## src/pncm_pkg.sv

```systemverilog
// Shared constants, codes and types for the palette nearest-colour match unit.
package pncm_pkg;

    // Palette geometry
    localparam int PALETTE_ENTRIES = 256;
    localparam int IDX_W           = $clog2(PALETTE_ENTRIES);
    localparam logic [IDX_W-1:0] LAST_IDX = IDX_W'(PALETTE_ENTRIES - 1);

    // Colour and distance widths
    localparam int CHAN_W   = 8;
    localparam int COLOUR_W = 3 * CHAN_W;
    localparam int SQ_W     = 2 * CHAN_W;
    localparam int DIST_W   = SQ_W + 2;
    localparam logic [DIST_W-1:0] DIST_LIMIT = DIST_W'(1024);

    // Result field widths
    localparam int MATCH_W = 8;
    localparam logic [MATCH_W-1:0] NO_MATCH_INDEX = MATCH_W'(255);

    // Item modes
    localparam int MODE_W = 2;
    localparam logic [MODE_W-1:0] MODE_WRITE  = 2'd0;
    localparam logic [MODE_W-1:0] MODE_MATCH  = 2'd1;
    localparam logic [MODE_W-1:0] MODE_LOOKUP = 2'd2;

    // Register port
    localparam int PADDR_W = 3;
    localparam int PDATA_W = 32;
    localparam logic REG_PRESENT = 1'b0;

    // Tag that travels with one palette entry through the scan pipeline
    typedef struct packed {
        logic             vld;
        logic [IDX_W-1:0] idx;
    } t_scan_tag;

endpackage

```

## src/pncm_dist.sv

```systemverilog
// Shared distance unit: squared RGB distance of one palette entry, one result a cycle.
module pncm_dist (
    input  logic                        i_clk,
    input  logic                        i_rst_n,
    input  logic [pncm_pkg::COLOUR_W-1:0] i_entry,
    input  logic [pncm_pkg::COLOUR_W-1:0] i_query,
    input  pncm_pkg::t_scan_tag         i_tag,
    output logic [pncm_pkg::DIST_W-1:0] o_dist,
    output pncm_pkg::t_scan_tag         o_tag
);

    import pncm_pkg::*;

    logic [CHAN_W-1:0] e_ch [3];
    logic [CHAN_W-1:0] q_ch [3];
    logic [CHAN_W-1:0] diff [3];
    logic [SQ_W-1:0]   sq   [3];
    logic [DIST_W-1:0] sum;
    logic [DIST_W-1:0] r_dist;
    t_scan_tag         r_tag;

    // Per-channel absolute difference and square
    always_comb begin
        for (int c = 0; c < 3; c++) begin
            e_ch[c] = i_entry[c*CHAN_W +: CHAN_W];
            q_ch[c] = i_query[c*CHAN_W +: CHAN_W];
            diff[c] = (e_ch[c] > q_ch[c]) ? (e_ch[c] - q_ch[c]) : (q_ch[c] - e_ch[c]);
            sq[c]   = SQ_W'(diff[c]) * SQ_W'(diff[c]);
        end
        sum = DIST_W'(sq[0]) + DIST_W'(sq[1]) + DIST_W'(sq[2]);
    end

    // Result register; tag valid is control state
    always_ff @(posedge i_clk) begin
        if (!i_rst_n) begin
            r_tag.vld <= 1'b0;
        end else begin
            r_tag.vld <= i_tag.vld;
        end
        r_tag.idx <= i_tag.idx;
        r_dist    <= sum;
    end

    assign o_dist = r_dist;
    assign o_tag  = r_tag;

endmodule

```

## config.mk

```make
export PLATFORM = sky130hd
export DESIGN_NAME = pncm_dist
export DESIGN_NICKNAME = d
export VERILOG_FILES = /design/src/pncm_pkg.sv /design/src/pncm_dist.sv
export SDC_FILE = /design/constraint.sdc
export NUM_CORES = 1
export LEC_CHECK = 0
export BUFFER_PORTS_ARGS = -buffer_cell sky130_fd_sc_hd__buf_2
export CAP_MARGIN = 20
export CORE_UTILIZATION = 60
export DETAILED_ROUTE_END_ITERATION = 8
export PLACE_DENSITY_LB_ADDON = 0.3
export SKIP_LAST_GASP = 1
export SLEW_MARGIN = 0
export SYNTH_ARGS = -nofsm -noshare
export SYNTH_HDL_FRONTEND = slang
export SYNTH_SLANG_ARGS = --single-unit
```

## constraint.sdc

```tcl
create_clock -name i_clk -period 11.05 [get_ports i_clk]
set_input_delay 0.5525 -clock i_clk [delete_from_list [all_inputs] [get_ports i_clk]]
set_output_delay 0.5525 -clock i_clk [all_outputs]
set_load 0.02 [all_outputs]
```

# Yosys cells after proc, flatten, opt, wreduce, memory -nomap -nowiden
# Cells that the tools add are included.
dict set report totals {
  output_inout_bits 27
  register_bits 27
  wordCells 20
}
dict set report op_classes {
  mul 3
  magnitude_cmp 3
  muxes 3
  addsub 8
}
# op count
set op_table {}
lappend op_table {{$mul A8 B8 Y16} 3}
lappend op_table {{$sub A8 B8 Y8} 6}
lappend op_table {{$gt A8 B8 Y1} 3}
lappend op_table {{$mux W8} 3}
lappend op_table {{$add A17 B16 Y18} 1}
lappend op_table {{$add A16 B16 Y17} 1}

# Longest topological paths before layout
# Gate-level depths: netlist of run 1.
dict set report depth {
  depth_word 5
  ltp_mapped 32
  mapped_depth_nobuf 31
}

# Worst setup path after synthesis of run 1
# OpenSTA, ideal clock, no wires.
dict set report synth_path {
  path_kind {in2reg}
  from {in i_entry[0] in the netlist's numbering}
  to {reg r_dist[16] (netlist: o_dist[16])}
  cell_stages 31
  setup_slack_ns 2.965
  arrival_ns 8.013
  path_cell_list {inv_1 > ha_1 > inv_1 > fa_1 > a21o_1 > a21oi_1 > o21ai_0 > nand2_1 > mux2i_1 > xor2_1 > clkbuf_1 > or2_2 > fa_1 > inv_1 > fa_1 > inv_1 > fa_1 > fa_1 > inv_1 > fa_1 > inv_1 > fa_1 > fa_1 > inv_1 > ha_1 > nand2_1 > o21ai_0 > o41ai_1 > o21ai_0 > a221oi_1 > xnor2_1}
}
dict set report synth_between {
  elab_chain_len 5
  word_cells_on_any_way 7
  cone_classes {add/sub: 4; mul: 1; order compare: 1; mux: 1}
}
# element line
set synth_lines {}
lappend synth_lines {{from (decl)} pncm_dist.sv:5} ;# input logic [pncm_pkg::COLOUR_W-1:0] i_entry,
lappend synth_lines {{$sub A8 B8 Y8 or $gt A8 B8 Y1 (tied branches)} pncm_dist.sv:27} ;# diff[c] = (e_ch[c] > q_ch[c]) ? (e_ch[c] - q_ch[c]) : (q_ch[c] - e_ch[c]);
lappend synth_lines {{$mux W8 *} pncm_dist.sv:27}
lappend synth_lines {{$mul A8 B8 Y16 *} pncm_dist.sv:28} ;# sq[c] = SQ_W'(diff[c]) * SQ_W'(diff[c]);
lappend synth_lines {{$add A16 B16 Y17 *} pncm_dist.sv:30} ;# sum = DIST_W'(sq[0]) + DIST_W'(sq[1]) + DIST_W'(sq[2]);
lappend synth_lines {{$add A17 B16 Y18 *} pncm_dist.sv:30}
lappend synth_lines {{named net sum[16]} pncm_dist.sv:18} ;# logic [DIST_W-1:0] sum;
lappend synth_lines {{to (signal assigned)} pncm_dist.sv:41} ;# r_dist <= sum;
lappend synth_lines {{to (decl)} pncm_dist.sv:19} ;# logic [DIST_W-1:0] r_dist;
# Mark *: on every way through the listed nets, which the timed path passes. The rest lies on a longest branch.
# A chain may end at the register's enable or synchronous reset.

# Worst setup path after layout of run 1
# Same ends and word-level chain as after synthesis.

==> impl_results.md, run 1 <==
- Port Buffers: 85
- Final min period: approximately 9 ns
- Ys Warns: 0
- RSZ-0062 raised after global routing: no
- FFs w/ async S/R, synth: 0%
- Core Area: 12770 µm²
- CP max FO: 11
- Max Slew Vio Count: 0
- Highest Clock Rate: 0.1120 GHz
- Final WS setup: ~2.1 ns
- Max-cap violations: 0
- Synth Flop Type: dfxtp_1
- Relative slew slack: between 30% and 40%
- Fin Setup TNS: 0 ns
- Drt total wl: 15200 µm
- Period utilisation layout: about four fifths
- Largest area contributor in the netlist: fa_1
- Top cells by count, synth: inv_1 (247), fa_1 (139), ha_1 (124)
- Synth Instances: between 800 and 900
- Critical path's slowest cell: xor2_1
- Fin. Hold Viols: 0
- CTS tree: done
- Slowest stage delay, CP: 0.72 ns
- CTS Buf Count: 3
- Area Growth Syn to Fin: 8.424%
- Die height: around 120 µm
- Register area share after synthesis: under 10%
- Post-DRT Antenna Nets: 0
- WP buf/inv: 7
- First-pass GRT wire length: ~27000 µm
- Req. time, crit path: between 10 and 15 ns
- Critical Path AT: roughly 9 ns
- Main area contributors after synthesis: fa_1 (35%), ha_1 (20%), inv_1 (12%)
- Filler instances: roughly 1000
- Worst-Margin Slew: ~1 ns
- Clk sinks: 27
- Netlist Area Pre-Place: approximately 8000 µm²
- CP Class: input port to flop
- Worst hold-check path type: input port to flop
- Ports: 86
- Cts hold-fix bufs: 0
- Die X: 117.1 µm
- Grt ovf: 0
- Largest net degree at the start of global routing: 17
- Drt pass-1 iters: 4
- CTS H-tree depth: 1
- Setup crit start kind: input port
- Clock transition at the registers of the reported paths: about 0.09 ns
- Die area: approximately 14000 µm²
- Starting Density: between 60% and 70%
- Final GP Congestion: 0.8746
- Number of global-route vias before repair: just under 6000
- Initial antenna violation count: 0
- Residual DRC: 0
- Dpl ws: roughly 1.9 ns
- Via density: approximately 5.1
- Overall routing resource usage: 24.87%
- Placed wire-length estimate: around 13000 µm
- Post-cts sizing count: 0
- Final setup vio count: 0
- Top-area cell type share of the netlist area: a little over a third
- Syn_nets: between 1000 and 1500
- Synth unique cells: 54
- Vias post-DR: 5766
- Clock root cell: clkbuf_16
- Core Rows: between 40 and 50
- Run status: finished clean
- Final Util: 67.45%
- Antenna cells: 0
- Iteration-0 DRC Markers: approximately 240
- Layout cells sized above 1: about an eighth
- Setup Fix Bufs, Post-CTS: 0
- Count leader, synth: inv_1
- CP Capture Type: flop
- Post-synth EDFFs: 0
- Crit path top cell by count: fa_1
- Final nets: between 1000 and 1500
- Drt wl/cell: approximately 13 µm
- CP top delay family: adder cells
- Final hold slack: roughly 0.36 ns
- FF+latch count, synth: 27
- Clock Path Buffers: 2
- Synth Area per Inst: 8.879 µm²
layer usage:
metal  share of wire [%]  GRT usage, %  vias to the layer above
li1                    -             -                     2874
met4                 1.4         4.051                        0
met3                 3.2         2.214                       21
met1                  44         33.10                     2767
met2                  51         44.97                      104
met5                   0             0                        -
per-stage QoR:
step / instance area, µm² / instances
2_1_floorplan: 7946 / 895
3_3_place_gp: 8533 / 1137
3_5_place_dp: 8533 / 1137
4_1_cts: 8616 / 1141
5_1_grt: 8616 / 1141
6_report: 8616 / 1141
registers in the layout, indices dropped and copies added, names as in the netlist:
| signal | cells |
|---|---|
| o_dist | 18 |
| o_tag | 9 |
final cells by class:
type | instances | area, µm² | area share (%)
clock buffers | 3 | 75.07 | 0.8713
well taps | 172 | 215.2 | 2.498
multi-input cells | 602 | 6399 | 74.27
repair buffers | 88 | 447.9 | 5.199
clock inverters | 1 | 7.507 | 0.08713
inverters | 248 | 930.9 | 10.80
flip-flops and latches | 27 | 540.5 | 6.274
layout by cell type, fill, tap and decap left out, drive strengths merged, types with 2 or more instances in the layout:
master	n
a211oi	4
nor3	4
a31oi	5
and3	5
buf	88
a221oi	2
o21ai	17
xor2	14
xnor2	21
ha	124
o21bai	5
clkbuf	3
nor2b	10
and2	4
o211ai	2
a21o	13
inv	248
nand4	3
nand3b	3
dfxtp	27
nand2b	19
or2	16
mux2i	18
fa	139
nand3	9
a21oi	43
nor2	81
a21boi	2
nand2	20
path summary, 6_finish.rpt:
check,startpoint,end,slack [ns],cells after the start
hold / removal,i_tag[4],o_tag[4],0.36,1
setup / recovery,i_entry[0],o_dist[16],2.12,30
kinds of logic (layout without fill, tap and decap cells):
logic type	Yosys count	after routing	synth area share, %
flops	27	27	6.802
mux	19	19	2.409
fa+ha+maj	263	263	54.54
xor+xnor	35	35	3.858
buf+inv	266	340	12.68
compound gates	105	105	8.644
simple gates	180	180	11.07
Power of run 1 is left out: the tool's default activity adds up to more than one toggle a clock period on the data nets, which glitch-free logic cannot reach.
==> inputs of run 2 (changes only) <==
CORE_UTILIZATION = 56   (was 60)
clock period = 7.5 ns   (was 11.05 ns; I/O delays follow)
==> run 2 against run 1 <==
Effect of this change:
- worst setup slack got worse by 2.0 ns
- global-route usage barely moved
- critical path depth rose by 4
- utilization rose by 5.3 points
- design area rose by 17%
- sequential cell count did not move
- critical path type unchanged
- via count rose by 12%
- die area rose by 7.0%
- hold slack got worse by 0.17 ns
- clock-buffer cell count did not move
- wire length rose by 15%
- non-clock buffer count rose by 135
==> impl_results.md, run 2 (same netlist as run 1, synthesis figures left out) <==
- Relative slew slack: between 70% and 80%
- Via density: between 5 and 6
- Final setup vio count: 0
- Drt wl/cell: ~14 µm
- Initial antenna violation count: 0
- Setup crit start kind: input port
- Highest Clock Rate: between 0.1 and 0.15 GHz
- Die height: ~120 µm
- Largest net degree at the start of global routing: 17
- Area Growth Syn to Fin: 27.04%
- Final min period: around 7.4 ns
- Placed wire-length estimate: roughly 15000 µm
- Die area: 14670 µm²
- Max-cap violations: 0
- Filler instances: 1000
- Core Area: approximately 14000 µm²
- CTS Buf Count: 3
- Crit path top cell by count: fa_1
- Most common cell after layout, fill and taps aside: inv_1
- Dpl ws: -0.3883 ns
- Clk sinks: 27
- Critical path's slowest cell: fa_1
- Overall routing resource usage: around 25%
- Fin. Hold Viols: 0
- RSZ-0062 raised after global routing: yes
- Worst-Margin Slew: 0.4275 ns
- First-pass GRT wire length: about 29000 µm
- Post-DRT Antenna Nets: 0
- Starting Density: between 50% and 60%
- Period utilisation layout: a little over nine tenths
- Die X: approximately 120 µm
- Final GP Congestion: between 0.8 and 0.9
- CP Class: input port to flop
- Ports: between 80 and 90
- Iteration-0 DRC Markers: ~330
- Worst Hold End: o_tag[0]
- Clock Path Buffers: 2
- Req. time, crit path: approximately 7.7 ns
- Clock root cell: clkbuf_16
- Final nets: 1427
- Final WS setup: roughly 0.12 ns
- Grt ovf: 0
- Number of global-route vias before repair: approximately 6600
- Drt pass-1 iters: 4
- CP max FO: 5
- CTS H-tree depth: 1
- Core Rows: 43
- Slowest stage delay, CP: 0.54 ns
- Layout cells sized above 1: 29.80%
- Run status: finished clean
- CTS tree: done
- Max FFs per register: 18
- Drt total wl: roughly 17000 µm
- Residual DRC: 0
- Antenna cells: 0
- Max Slew Vio Count: 0
- Worst hold-check path type: input port to flop
- Cts hold-fix bufs: 0
- Critical Path AT: around 7.6 ns
- Worst Hold Path Cells: 1
- Commonest cells after routing, fill and taps aside: inv_1 (234), buf_4 (135), fa_1 (130)
- Clock transition at the registers of the reported paths: around 0.08 ns
- Port Buffers: 85
- Vias post-DR: between 6000 and 7000
- CP Capture Type: flop
- Min-delay src: i_tag[0]
run 2: cell count changes in the layout (fill, tap and decap cells not counted), moves of 8 or more:
cell,change
fa_1,-9
a21oi_1,-8
inv_1,-13
fa_2,+9
mux2i_1,-10
buf_4,+132
inv_2,+10
xnor2_1,-8
run 2: repair_timing:
item / in CTS / in global routing
gates resized for setup: 6 / 87
pin swaps: 6 / 59
setup buffers: 2 / 14
setup endpoints to repair: 6 / 8
run 2: worst max-delay path: cells and delay by family:
family / cells / cell delay (ns)
xor+xnor: 2 / 0.30
compound gates: 7 / 1.11
buf+inv: 10 / 0.83
fa+ha+maj: 10 / 4.28
simple gates: 4 / 0.42
mux: 1 / 0.23
run 2: worst max-delay path by stage:
stage	from	end	slack [ns]
2_1_floorplan	i_entry[0]	o_dist[15]	0.007
3_3_place_gp	i_entry[0]	o_dist[15]	-0.28
3_5_place_dp	i_entry[0]	o_dist[15]	-0.39
4_1_cts	i_entry[0]	o_dist[16]	-0.008
5_1_grt	i_entry[16]	o_dist[16]	-0.19
6_report	i_entry[0]	o_dist[15]	0.12
run 2: stage by stage:
stage                     setup TNS (ns)  area (µm²)  instances  util [%]  hold WS (ns)
after floorplan                        0        8013        895         -        0.4027
after global placement            -1.372        9497       1264     68.42        0.4771
after detailed placement          -1.978        9497       1264     68.42        0.4788
after CTS                      -0.007645        9624       1270     69.33        0.1862
after global routing             -0.7381       10090       1284     72.72        0.1868
final                                  0       10090       1284     72.72        0.1918
run 2: layer usage:
metal	track usage [%]	share of wire (%)	wire, µm	up-vias
met2	45.39	53	9277	140
met1	31.80	41	7156	3131
li1	-	-	-	3137
met4	5.247	1.7	296	0
met5	0	0	0	-
met3	2.303	4.1	707	23
run 2: final cells by class:
| class | instances | area (µm²) | share of cell area [%] |
|---|---|---|---|
| inverters | 248 | 938.4 | 9.296 |
| flip-flops and latches | 27 | 540.5 | 5.354 |
| clock inverters | 1 | 7.507 | 0.07437 |
| multi-input cells | 602 | 6829 | 67.65 |
| clock buffers | 3 | 75.07 | 0.7437 |
| repair buffers | 223 | 1479 | 14.65 |
| well taps | 180 | 225.2 | 2.231 |
Power of run 2 is left out for the same reason.
